File: config.mk
export PLATFORM = sky130hd
export DESIGN_NAME = oneshot_timer_list_and_paced_queue_top
export DESIGN_NICKNAME = d
export VERILOG_FILES = /design/src/hw/rtl/otlpq_pkg.sv /design/src/hw/rtl/oneshot_timer_list_and_paced_queue_top.sv /design/src/hw/rtl/otlpq_cell.sv /design/src/hw/rtl/otlpq_ram.sv
export SDC_FILE = /design/constraint.sdc
export NUM_CORES = 2
export LEC_CHECK = 0
export ABC_AREA = 0
export CAP_MARGIN = 20
export CORE_UTILIZATION = 39
export DETAILED_ROUTE_END_ITERATION = 10
export DONT_BUFFER_PORTS = 1
export PLACE_DENSITY_LB_ADDON = 0.25
export SLEW_MARGIN = 20
export SYNTH_ARGS = -nofsm -noshare
export SYNTH_HDL_FRONTEND = slang
export SYNTH_HIERARCHICAL = 1
export SYNTH_SLANG_ARGS = --single-unit
File: constraint.sdc
create_clock -name clk_i -period 9.45 [get_ports clk_i]
set_input_delay 1.89 -clock clk_i [delete_from_list [all_inputs] [get_ports clk_i]]
set_output_delay 1.89 -clock clk_i [all_outputs]
set_load 0.05 [all_outputs]
File: src/hw/rtl/otlpq_pkg.sv
// Shared constants and types for the one-shot timer list and paced queue.
`default_nettype none
package otlpq_pkg;
  localparam int TIMER_SLOTS = 32;
  localparam int QUEUE_DEPTH = 16;
  localparam int TW = $clog2(TIMER_SLOTS);
  localparam int QW = $clog2(QUEUE_DEPTH);
  localparam logic [47:0] MAX48 = '1;
  localparam logic [5:0] FIRES_RESET = 6'd50;

  typedef enum logic [1:0] {
    OP_TICK  = 2'd0,
    OP_TIMER = 2'd1,
    OP_QUEUE = 2'd2,
    OP_CLEAR = 2'd3
  } op_e;

  typedef enum logic [1:0] {
    KIND_TIMER  = 2'd0,
    KIND_QUEUE  = 2'd1,
    KIND_REJECT = 2'd2
  } kind_e;

  typedef enum logic [2:0] {
    ST_IDLE,
    ST_SCAN,
    ST_QUEUE,
    ST_EMIT
  } state_e;

  typedef struct packed {
    logic [47:0] deadline;
    logic [15:0] ident;
  } timer_t;

  // Per-cell control from the sequencer.
  typedef struct packed {
    logic        load;
    logic        shift;
    logic [TW:0] load_idx;
  } cell_ctl_t;
endpackage
`default_nettype wire

File: src/hw/rtl/oneshot_timer_list_and_paced_queue_top.sv
// Top level: timer chain, paced queue RAM and sequencer.
// Usage: pulse start_i with op/delta/length/job_id while busy_o is low.
// Results come out on kind_o/fired_id_o/last_o, each for one cycle, marked by
// valid_o; the receiver cannot stall them. cfg_we_i/cfg_data_i write
// max_fires_per_tick (reset 50); the user must write it only while idle, as
// the block does not enforce this. Adds and clear keep busy_o low; a reject
// shows its word in the cycle after the accepting edge.
// A tick walks the T stored timers, one per cycle: the head cell is tested,
// then dropped (fired) or reinserted after the live ones, while the whole
// chain shifts down by one. Then the ST_QUEUE state decides the queue release
// and ST_EMIT flushes the held word with last set. Each word is held in a
// pending register so that the final one can carry last; the last word shows
// in the same cycle that busy_o falls.
// Reset clears the counts, elapsed time and pacing; stores need no clearing.
`default_nettype none
module oneshot_timer_list_and_paced_queue_top import otlpq_pkg::*; (
  input  wire logic        clk_i,
  input  wire logic        rst_ni,
  input  wire logic        start_i,
  output      logic        busy_o,
  input  wire logic [1:0]  op_i,
  input  wire logic [15:0] delta_i,
  input  wire logic [31:0] length_i,
  input  wire logic [15:0] job_id_i,
  input  wire logic        cfg_we_i,
  input  wire logic [5:0]  cfg_data_i,
  output      logic        valid_o,
  output      logic [1:0]  kind_o,
  output      logic [15:0] fired_id_o,
  output      logic        last_o
);
  state_e state_q, state_d;
  logic [5:0]  fires_max_q;
  logic [47:0] elapsed_q, elapsed_d;
  logic [TW:0] tcount_q, tcount_d, left_q, left_d;
  logic [5:0]  fired_q, fired_d;
  logic [QW-1:0] qhead_q, qhead_d;
  logic [QW:0]   qcount_q, qcount_d;
  logic [31:0] since_q, since_d, cur_q, cur_d, since_sat;
  logic [15:0] delta_q;
  logic        pend_q, pend_d;
  logic [1:0]  pkind_q, pkind_d;
  logic [15:0] pid_q, pid_d;
  logic        valid_q, valid_d, last_q, last_d;
  logic [1:0]  kind_q, kind_d;
  logic [15:0] id_q, id_d;
  logic        accept;
  logic        fire;
  cell_ctl_t   ctl;
  timer_t      newt;
  timer_t      cells [TIMER_SLOTS];
  logic        qwe;
  logic [QW-1:0] qwaddr;
  logic [47:0] qrdata;
  logic [48:0] esum;
  logic [48:0] dsum;
  logic [32:0] ssum;

  assign accept = start_i && !busy_o;
  assign busy_o = (state_q != ST_IDLE);

  // Cell chain: cell i takes cell i+1 on a shift.
  for (genvar g = 0; g < TIMER_SLOTS; g++) begin : g_cell
    timer_t nxt;
    if (g == TIMER_SLOTS - 1) begin : g_tail
      assign nxt = '0;
    end else begin : g_mid
      assign nxt = cells[g + 1];
    end
    otlpq_cell u_cell (
      .clk_i   (clk_i),
      .ctl_i   (ctl),
      .my_idx_i((TW+1)'(g)),
      .new_i   (newt),
      .next_i  (nxt),
      .val_o   (cells[g])
    );
  end

  assign esum = {1'b0, elapsed_q} + {33'd0, delta_i};
  assign dsum = {1'b0, elapsed_q} + {17'd0, length_i};

  otlpq_ram #(.Width(48), .Depth(QUEUE_DEPTH)) u_qram (
    .clk_i  (clk_i),
    .we_i   (qwe),
    .waddr_i(qwaddr),
    .wdata_i({length_i, job_id_i}),
    .raddr_i(qhead_q),
    .rdata_o(qrdata)
  );
  assign qwaddr = qhead_q + qcount_q[QW-1:0];
  assign qwe = accept && op_e'(op_i) == OP_QUEUE && !qcount_q[QW];
  assign ssum = {1'b0, since_q} + {17'd0, delta_q};
  assign since_sat = ssum[32] ? 32'hFFFF_FFFF : ssum[31:0];
  assign fire = (fired_q < fires_max_q) && (elapsed_q >= cells[0].deadline);

  always_comb begin
    state_d = state_q;
    unique case (state_q)
      ST_IDLE: if (accept && op_e'(op_i) == OP_TICK) begin
        state_d = ST_SCAN;
      end
      ST_SCAN: if (left_q == '0) begin
        state_d = ST_QUEUE;
      end
      ST_QUEUE: state_d = ST_EMIT;
      ST_EMIT:  state_d = ST_IDLE;
      default:  state_d = ST_IDLE;
    endcase
  end

  always_comb begin
    elapsed_d = elapsed_q;
    tcount_d = tcount_q;
    left_d = left_q;
    fired_d = fired_q;
    qhead_d = qhead_q;
    qcount_d = qcount_q;
    since_d = since_q;
    cur_d = cur_q;
    pend_d = pend_q;
    pkind_d = pkind_q;
    pid_d = pid_q;
    valid_d = 1'b0;
    last_d = 1'b0;
    kind_d = pkind_q;
    id_d = pid_q;
    ctl = '0;
    newt = '0;
    unique case (state_q)
      ST_IDLE: if (accept) begin
        unique case (op_e'(op_i))
          OP_TICK: begin
            elapsed_d = esum[48] ? MAX48 : esum[47:0];
            left_d = tcount_q;
            fired_d = '0;
            pend_d = 1'b0;
          end
          OP_TIMER: begin
            if (tcount_q[TW]) begin
              valid_d = 1'b1; last_d = 1'b1; kind_d = KIND_REJECT; id_d = job_id_i;
            end else begin
              newt.deadline = dsum[48] ? MAX48 : dsum[47:0];
              newt.ident = job_id_i;
              ctl.load = 1'b1;
              ctl.load_idx = tcount_q;
              tcount_d = tcount_q + 1'b1;
            end
          end
          OP_QUEUE: begin
            if (qcount_q[QW]) begin
              valid_d = 1'b1; last_d = 1'b1; kind_d = KIND_REJECT; id_d = job_id_i;
            end else begin
              qcount_d = qcount_q + 1'b1;
            end
          end
          OP_CLEAR: begin
            elapsed_d = '0; tcount_d = '0; qhead_d = '0; qcount_d = '0;
            since_d = '0; cur_d = '0;
          end
          default: ;
        endcase
      end
      ST_SCAN: if (left_q != '0) begin
        // Chain shifts down; a kept head is reinserted after the live ones.
        ctl.shift = 1'b1;
        left_d = left_q - 1'b1;
        if (fire) begin
          valid_d = pend_q;
          pend_d = 1'b1;
          pkind_d = KIND_TIMER;
          pid_d = cells[0].ident;
          fired_d = fired_q + 1'b1;
          tcount_d = tcount_q - 1'b1;
        end else begin
          ctl.load = 1'b1;
          ctl.load_idx = tcount_q - 1'b1;
          newt = cells[0];
        end
      end
      ST_QUEUE: begin
        if (qcount_q != '0) begin
          since_d = since_sat;
          if (since_sat >= cur_q) begin
            since_d = '0;
            cur_d = qrdata[47:16];
            valid_d = pend_q;
            pend_d = 1'b1;
            pkind_d = KIND_QUEUE;
            pid_d = qrdata[15:0];
            qhead_d = qhead_q + 1'b1;
            qcount_d = qcount_q - 1'b1;
          end
        end else begin
          since_d = '0; cur_d = '0;
        end
      end
      ST_EMIT: begin
        valid_d = pend_q;
        last_d = pend_q;
        pend_d = 1'b0;
      end
      default: ;
    endcase
  end

  always_ff @(posedge clk_i or negedge rst_ni) begin
    if (!rst_ni) begin
      state_q <= ST_IDLE;
      fires_max_q <= FIRES_RESET;
      elapsed_q <= '0; tcount_q <= '0; left_q <= '0; fired_q <= '0;
      qhead_q <= '0; qcount_q <= '0; since_q <= '0; cur_q <= '0;
      pend_q <= 1'b0; pkind_q <= KIND_TIMER; pid_q <= '0; delta_q <= '0;
      valid_q <= 1'b0; last_q <= 1'b0; kind_q <= KIND_TIMER; id_q <= '0;
    end else begin
      state_q <= state_d;
      if (cfg_we_i) begin
        fires_max_q <= cfg_data_i;
      end
      if (accept) begin
        delta_q <= delta_i;
      end
      elapsed_q <= elapsed_d; tcount_q <= tcount_d; left_q <= left_d;
      fired_q <= fired_d; qhead_q <= qhead_d;
      qcount_q <= qcount_d; since_q <= since_d; cur_q <= cur_d;
      pend_q <= pend_d; pkind_q <= pkind_d; pid_q <= pid_d;
      valid_q <= valid_d; last_q <= last_d; kind_q <= kind_d; id_q <= id_d;
    end
  end

  assign valid_o = valid_q;
  assign kind_o = kind_q;
  assign fired_id_o = id_q;
  assign last_o = last_q;

  a_tcount_range: assert property (@(posedge clk_i) disable iff (!rst_ni)
    tcount_q <= (TW+1)'(TIMER_SLOTS));
  a_qcount_range: assert property (@(posedge clk_i) disable iff (!rst_ni)
    qcount_q <= (QW+1)'(QUEUE_DEPTH));
  a_last_valid: assert property (@(posedge clk_i) disable iff (!rst_ni)
    last_q |-> valid_q);
  a_kind_legal: assert property (@(posedge clk_i) disable iff (!rst_ni)
    valid_q |-> (kind_q == KIND_TIMER || kind_q == KIND_QUEUE || kind_q == KIND_REJECT));
  a_idle_empty: assert property (@(posedge clk_i) disable iff (!rst_ni)
    (state_q == ST_IDLE) |-> !pend_q);
endmodule
`default_nettype wire

File: src/hw/rtl/otlpq_cell.sv
// One timer slot of the shifting timer chain.
`default_nettype none
module otlpq_cell import otlpq_pkg::*; (
  input  wire logic      clk_i,
  input  wire cell_ctl_t ctl_i,
  input  wire logic [TW:0] my_idx_i,
  input  wire timer_t    new_i,
  input  wire timer_t    next_i,
  output      timer_t    val_o
);
  timer_t val_q, val_d;
  always_comb begin
    val_d = val_q;
    if (ctl_i.load && ctl_i.load_idx == my_idx_i) begin
      val_d = new_i;
    end else if (ctl_i.shift) begin
      val_d = next_i;
    end
  end
  always_ff @(posedge clk_i) begin
    val_q <= val_d;
  end
  assign val_o = val_q;
endmodule
`default_nettype wire

File: src/hw/rtl/otlpq_ram.sv
// Generic single-port-write RAM with registered read.
`default_nettype none
module otlpq_ram #(
  parameter int Width = 8,
  parameter int Depth = 16
) (
  input  wire logic                     clk_i,
  input  wire logic                     we_i,
  input  wire logic [$clog2(Depth)-1:0] waddr_i,
  input  wire logic [Width-1:0]         wdata_i,
  input  wire logic [$clog2(Depth)-1:0] raddr_i,
  output      logic [Width-1:0]         rdata_o
);
  logic [Width-1:0] mem_q [Depth];
  always_ff @(posedge clk_i) begin
    if (we_i) begin
      mem_q[waddr_i] <= wdata_i;
    end
    rdata_o <= mem_q[raddr_i];
  end
endmodule
`default_nettype wire

# Word level (Yosys, flattened, before mapping)
# Memories as Yosys holds them, arrays and structs flattened. A register that Yosys moved wholly into a read port is not among the register bits.
# Index checks and enable logic that the tools add are counted.
# totals
reg_bits	2251
ramBits	768
inputBits	76
output_inout_bits	21
elab_cells	408
n_memories	1
# op_classes
addsub	11
order_cmp	3
eq_ne	51
mux	162
reduce_logical	96
# mem_list
memory	words	word_bits	rd	rd_clocked_by_memory_dff	write_ports	line	text
u_qram.mem_q	16	48	1	1	1	otlpq_ram.sv:14	logic [Width-1:0] mem_q [Depth];
# op_table
cell	count
two-way mux 64 bit	69
two-way mux 32 bit	7
two-way mux 16 bit	8
case mux 32 bit (2 select lines)	2
case mux 64 bit (2 select lines)	1
equality test 6 x 5 -> 1 bit (second input constant)	16
two-way mux 48 bit	2
case mux 48 bit (2 select lines)	1
two-way mux 6 bit	12
nonzero test 2 bit	36
case mux 16 bit (2 select lines)	2
case mux 6 bit (2 select lines)	5
adder 48 x 16 -> 49 bit	1
adder 48 x 32 -> 49 bit	1
equality test 6 x 4 -> 1 bit (second input constant)	8
>= comparator 48 bit	1
logical AND 1 bit	37
two-way mux 5 bit	7
adder 32 x 16 -> 33 bit	1
>= comparator 32 bit	1
AND reduction 5 bit	5
equality test 6 x 3 -> 1 bit (second input constant)	4
two-way mux 1 bit	20
case mux 5 bit (2 select lines)	2
40 further kinds	74

# Depth between registers and ports, before layout
# logic_depth
depth_word	8
ltp_mapped	26
mapped_depth_nobuf	23

# Modules after synthesis
# Netlist, hierarchy kept.
# modules_own_cells
module	n_inst	cells_per_inst	area_each_um2	seq_area_each_um2
otlpq_cell	32	144	2788.9	1921.8
otlpq_ram	1	1242	29691.0	24023.0
oneshot_timer_list_and_paced_queue_top	1	1951	16155.5	5033.6

# Worst setup path after synthesis
# OpenSTA, ideal clock, no wires.
# synth_timing
path_type	register to register
from	register elapsed_q[17]
to	register g_cell[11].u_cell.val_q (netlist bit g_cell[11].u_cell/val_o[0]) (enable)
setup_time_ps	394
arrival_ps	7362
required_ps	9056
path_slack_ps	1694
stages_incl_launch_ff	18
path_buffers	4
period_less_slack_ps	7756
cell_sequence	dfrtp_1 > ha_1 > a21o_1 > a21o_1 > a21oi_1 > o21ai_0 > or3_1 > a211o_1 > o211ai_1 > nand2_1 > clkbuf_1 > clkbuf_1 > o21ai_0 > xor2_1 > nor4_2 > buf_4 > buf_6 > or2_2
# synth_lines
item	line	text
start, declared	oneshot_timer_list_and_paced_queue_top.sv:34	logic [47:0] elapsed_q, elapsed_d;
start signal, assigned	oneshot_timer_list_and_paced_queue_top.sv:223	elapsed_q <= elapsed_d; tcount_q <= tcount_d; left_q <= left_d;
end signal, assigned	otlpq_cell.sv:21	val_q <= val_d;
end, declared	otlpq_cell.sv:11	timer_t val_q, val_d;

# Worst setup path after layout
# layout_timing
from	register since_q[0]
to	register cur_q[15]
# layout_between
elab_chain_cells	5
# layout_rtl
item	line	text
start, declared	oneshot_timer_list_and_paced_queue_top.sv:39	logic [31:0] since_q, since_d, cur_q, cur_d, since_sat;
start signal, assigned	oneshot_timer_list_and_paced_queue_top.sv:225	qcount_q <= qcount_d; since_q <= since_d; cur_q <= cur_d;
adder 32 x 16 -> 33 bit	oneshot_timer_list_and_paced_queue_top.sv:93	assign ssum = {1'b0, since_q} + {17'd0, delta_q};
two-way mux 32 bit	oneshot_timer_list_and_paced_queue_top.sv:94	assign since_sat = ssum[32] ? 32'hFFFF_FFFF : ssum[31:0];
>= comparator 32 bit	oneshot_timer_list_and_paced_queue_top.sv:184	if (since_sat >= cur_q) begin
!= test 3 bit (no line)	--	
AND reduction 4 bit (no line)	--	
end signal, assigned	oneshot_timer_list_and_paced_queue_top.sv:225	
end, declared	oneshot_timer_list_and_paced_queue_top.sv:39	
# No other way between the ends.
# A chain may end at the register's enable or synchronous reset.

==> results.ini <==
[run_status]
status=finished, final reports clean

[clock_network]
cts-buffers-inserted=326
cts_sinks=3065
post_cts_resized=0
post_cts_buffers=0
tritoncts=built
clk_path_buf_depth=4
insertion_delay_ns=0.87
clk_pin_slew_worst_paths_ns=0.06
cts_max_level=5
root_buffer=clkbuf_16
cts-hold-fix-buffers=0

[place]
place_area_um2=141000
place_congestion=0.846
io_buffer_count=0
dp_hpwl_mm=173
pre_cts_slack_ns=2.42

[critical_path]
start_kind=flop
end_kind=flop
slowest_stage=o211ai_1
cp.required_ns=10.21
crit_chain=ha_1 -> fa_1 -> a21o_1 -> a21oi_1 -> o21bai_1 -> a41oi_1 -> o21ai_0 -> a31oi_2 -> or3_1 -> buf_4 -> nand2_1 -> ha_1 -> a21o_1 -> a31oi_1 -> and3_1 -> o21a_1 -> o211ai_1 -> inv_1 -> a21oi_4 -> buf_4 -> nand3_1 -> o21ai_0
r2r_slack_ns=2.33
critPathMaxStageDelay_ns=0.68
crit_type=reg2reg
critPathMaxFanout=38
r2r_cells=22
reg2reg_to=cur_q[15]
r2r_start=since_q[0]
cp.arrival_ns=7.88

[finish]
nNetsFinal=8459
syn2layout_area_growth_pct=12.3
fin_area_um2=152000
multiInputGateArea_um2=42900
final_layout_size_suffix_gt1_frac=0.181
regArea_um2=90600
n_fill_cell=29834

[hold_path]
hold_depth=2
hold_class=reg2reg
hold_start=u_qram/rdata_o[17]
min_to=cur_q[1]

[detailed_routing]
first_pass_iters=5
wire_per_inst_um=20.3
ant_nets=0
drc_errors=0
wl_mm=266
drt_iter0_drc=4064
vias=67321
vias_per_cell=5.15

[floorplan]
die_h_um=591
coreArea_um2=344000
rows=215
ios=97
dieArea_um2=349000
start_util=0.393
die_w_um=591

[sta]
final_hold_viol_count=0
finalCritPeriodShare=0.753
final.setup_skew_ns=0.0463
max_freq_mhz=141
setup_tns_ns=0
grt_setup_unrepaired=no
worst_pin_slew_ns=1.13
setup_ws_ns=2.33
slew_viol_final=0
finalSetupViolations=0
period_needed_ns=7.12
maxSlewHeadroom=0.243

[global_route]
grt_pass1_vias=70362
grt_pass1_wl_mm=417
grt_max_degree=202
grt_overflow_total=0
grt_usage=0.151
antenna_found_initial=13

[logic_synthesis]
synthTopCellsByCount=2816 x edfxtp_1, 1568 x mux2_1, 521 x mux2_2
synth_top_area_frac=0.626
ys_seq_area_frac=0.670
synthArstFlopShare=0.0656
syn_area_per_cell_um2=17.3
post-synth-top-area-cell=edfxtp_1
synth_edf_count=2816
synth_seq_cells=3065
ys_warn_count=6
netlist_area_um2=135000
netlist_instances=7801
synth.area.top_cells=edfxtp_1 63%, mux2_1 13%, mux2_2 4.3%, dfrtp_1 3.7%, mux4_2 3.2%
yosys_most_used_dff=edfxtp_1
ys_types=81
yosysMostFrequentCell=edfxtp_1

[job]
maxCapViolCount=0

[power]
p_leak_nw=51.2
p_per_area_nw_per_um2=268
ir_worst_vdd_mv=0.184

## placed cells by master, fill, tap and decap left out, drive strengths merged, types with 99 or more instances in the layout
master	synthesis	routed
dfrtp	198	198
nand2	260	260
buf	281	210
clkbuf	104	410
mux2	2089	2089
nor2	120	120
mux4	192	192
ha	170	170
clkinv	1	125
edfxtp	2816	2816
conb	2	256
o21ai	203	203
xnor2	151	151
a21oi	150	150
xor2	117	117
a22oi	99	99
inv	133	140
## worst max-delay path, delay by kind of cell (launching register included)
kind                     cells  cell delay, ns
buffers and inverters        3            1.23
adder cells (fa/ha/maj)      3            0.96
AO/OA/AOI/OAI               12            3.55
flip-flops                   1            0.39
AND/OR/NAND/NOR              4            0.85
## area by class of cell
cell class                      count  area share
Clock inverter                    162     0.00997
Sequential cell                  3065       0.597
Clock buffer                      409      0.0571
Tap cell                         4557      0.0376
Multi-Input combinational cell   4471       0.283
Inverter                          134     0.00332
Timing Repair Buffer              211      0.0107
Antenna cell                       74     0.00122
## kinds of logic (layout without fill, tap and decap cells)
kind of cell               count (synthesis)  in the layout  share of synthesized area
adders and majority gates                174            174                     0.0163
DFF                                     3065           3065                      0.670
and+or+nand+nor                          754            754                     0.0290
other                                      2            330                  0.0000556
buffers and inverters                    519            916                     0.0253
AOI/OAI and AO/OA                        728            728                     0.0348
xor gates and xnor gates                 268            268                     0.0174
muxes                                   2291           2291                      0.207
## stage by stage
step	std cells	utilization	hold WS [ns]	total power [mW]
2_1_floorplan	8055	-	0.414	25.8
3_3_place_gp	12435	0.411	0.441	28.4
3_5_place_dp	12437	0.411	0.442	28.7
4_1_cts	13008	0.441	0.455	41.1
5_1_grt	13081	0.441	0.483	42.6
6_report	13083	0.441	0.453	40.6
## worst max-delay path by stage
stage | start | end | slack (ns) | cells past startpoint
after CTS | since_q[0] | cur_q[10] | 2.40 | 22
final | since_q[0] | cur_q[15] | 2.33 | 22
after floorplan | elapsed_q[17] | g_cell[11].u_cell/val_o[0] | 1.69 | 17
after global routing | since_q[0] | cur_q[13] | 1.95 | 22
after detailed placement | since_q[0] | cur_q[10] | 2.42 | 22
after global placement | elapsed_q[29] | g_cell[14].u_cell/val_o[43] | 2.51 | 16
## power breakdown
group	internal, mW	switching, mW	total (mW)	leakage, nW
registers	18.8	0.925	19.7	28.8
logic	3.20	5.40	8.60	17.4
clock network	7.17	5.11	12.3	4.96
total	29.1	11.4	40.6	51.2
## flip-flops by register name, indices dropped and copies added, names as in the netlist, 2 cells and up
name                 count
tcount_q                 6
left_q                   6
fires_max_q              6
u_qram/rdata_o          48
fired_id_o              16
elapsed_q               48
qcount_q                 5
kind_o                   2
cur_q                   32
state_q                  2
qhead_q                  4
g_cell.u_cell/val_o   2048
fired_q                  6
since_q                 32
pid_q                   16
u_qram/mem_q           768
delta_q                 16
## metal layers
layer	wire (um)	share of wire	GRT usage	vias up
li1	-	-	-	31349
met1	115000	0.43	0.190	34124
met3	11900	0.045	0.0240	517
met5	13	0.000049	0	-
met2	128000	0.48	0.258	1329
met4	11400	0.043	0.0655	2
Note: power is estimated with default switching activity, not from simulation.
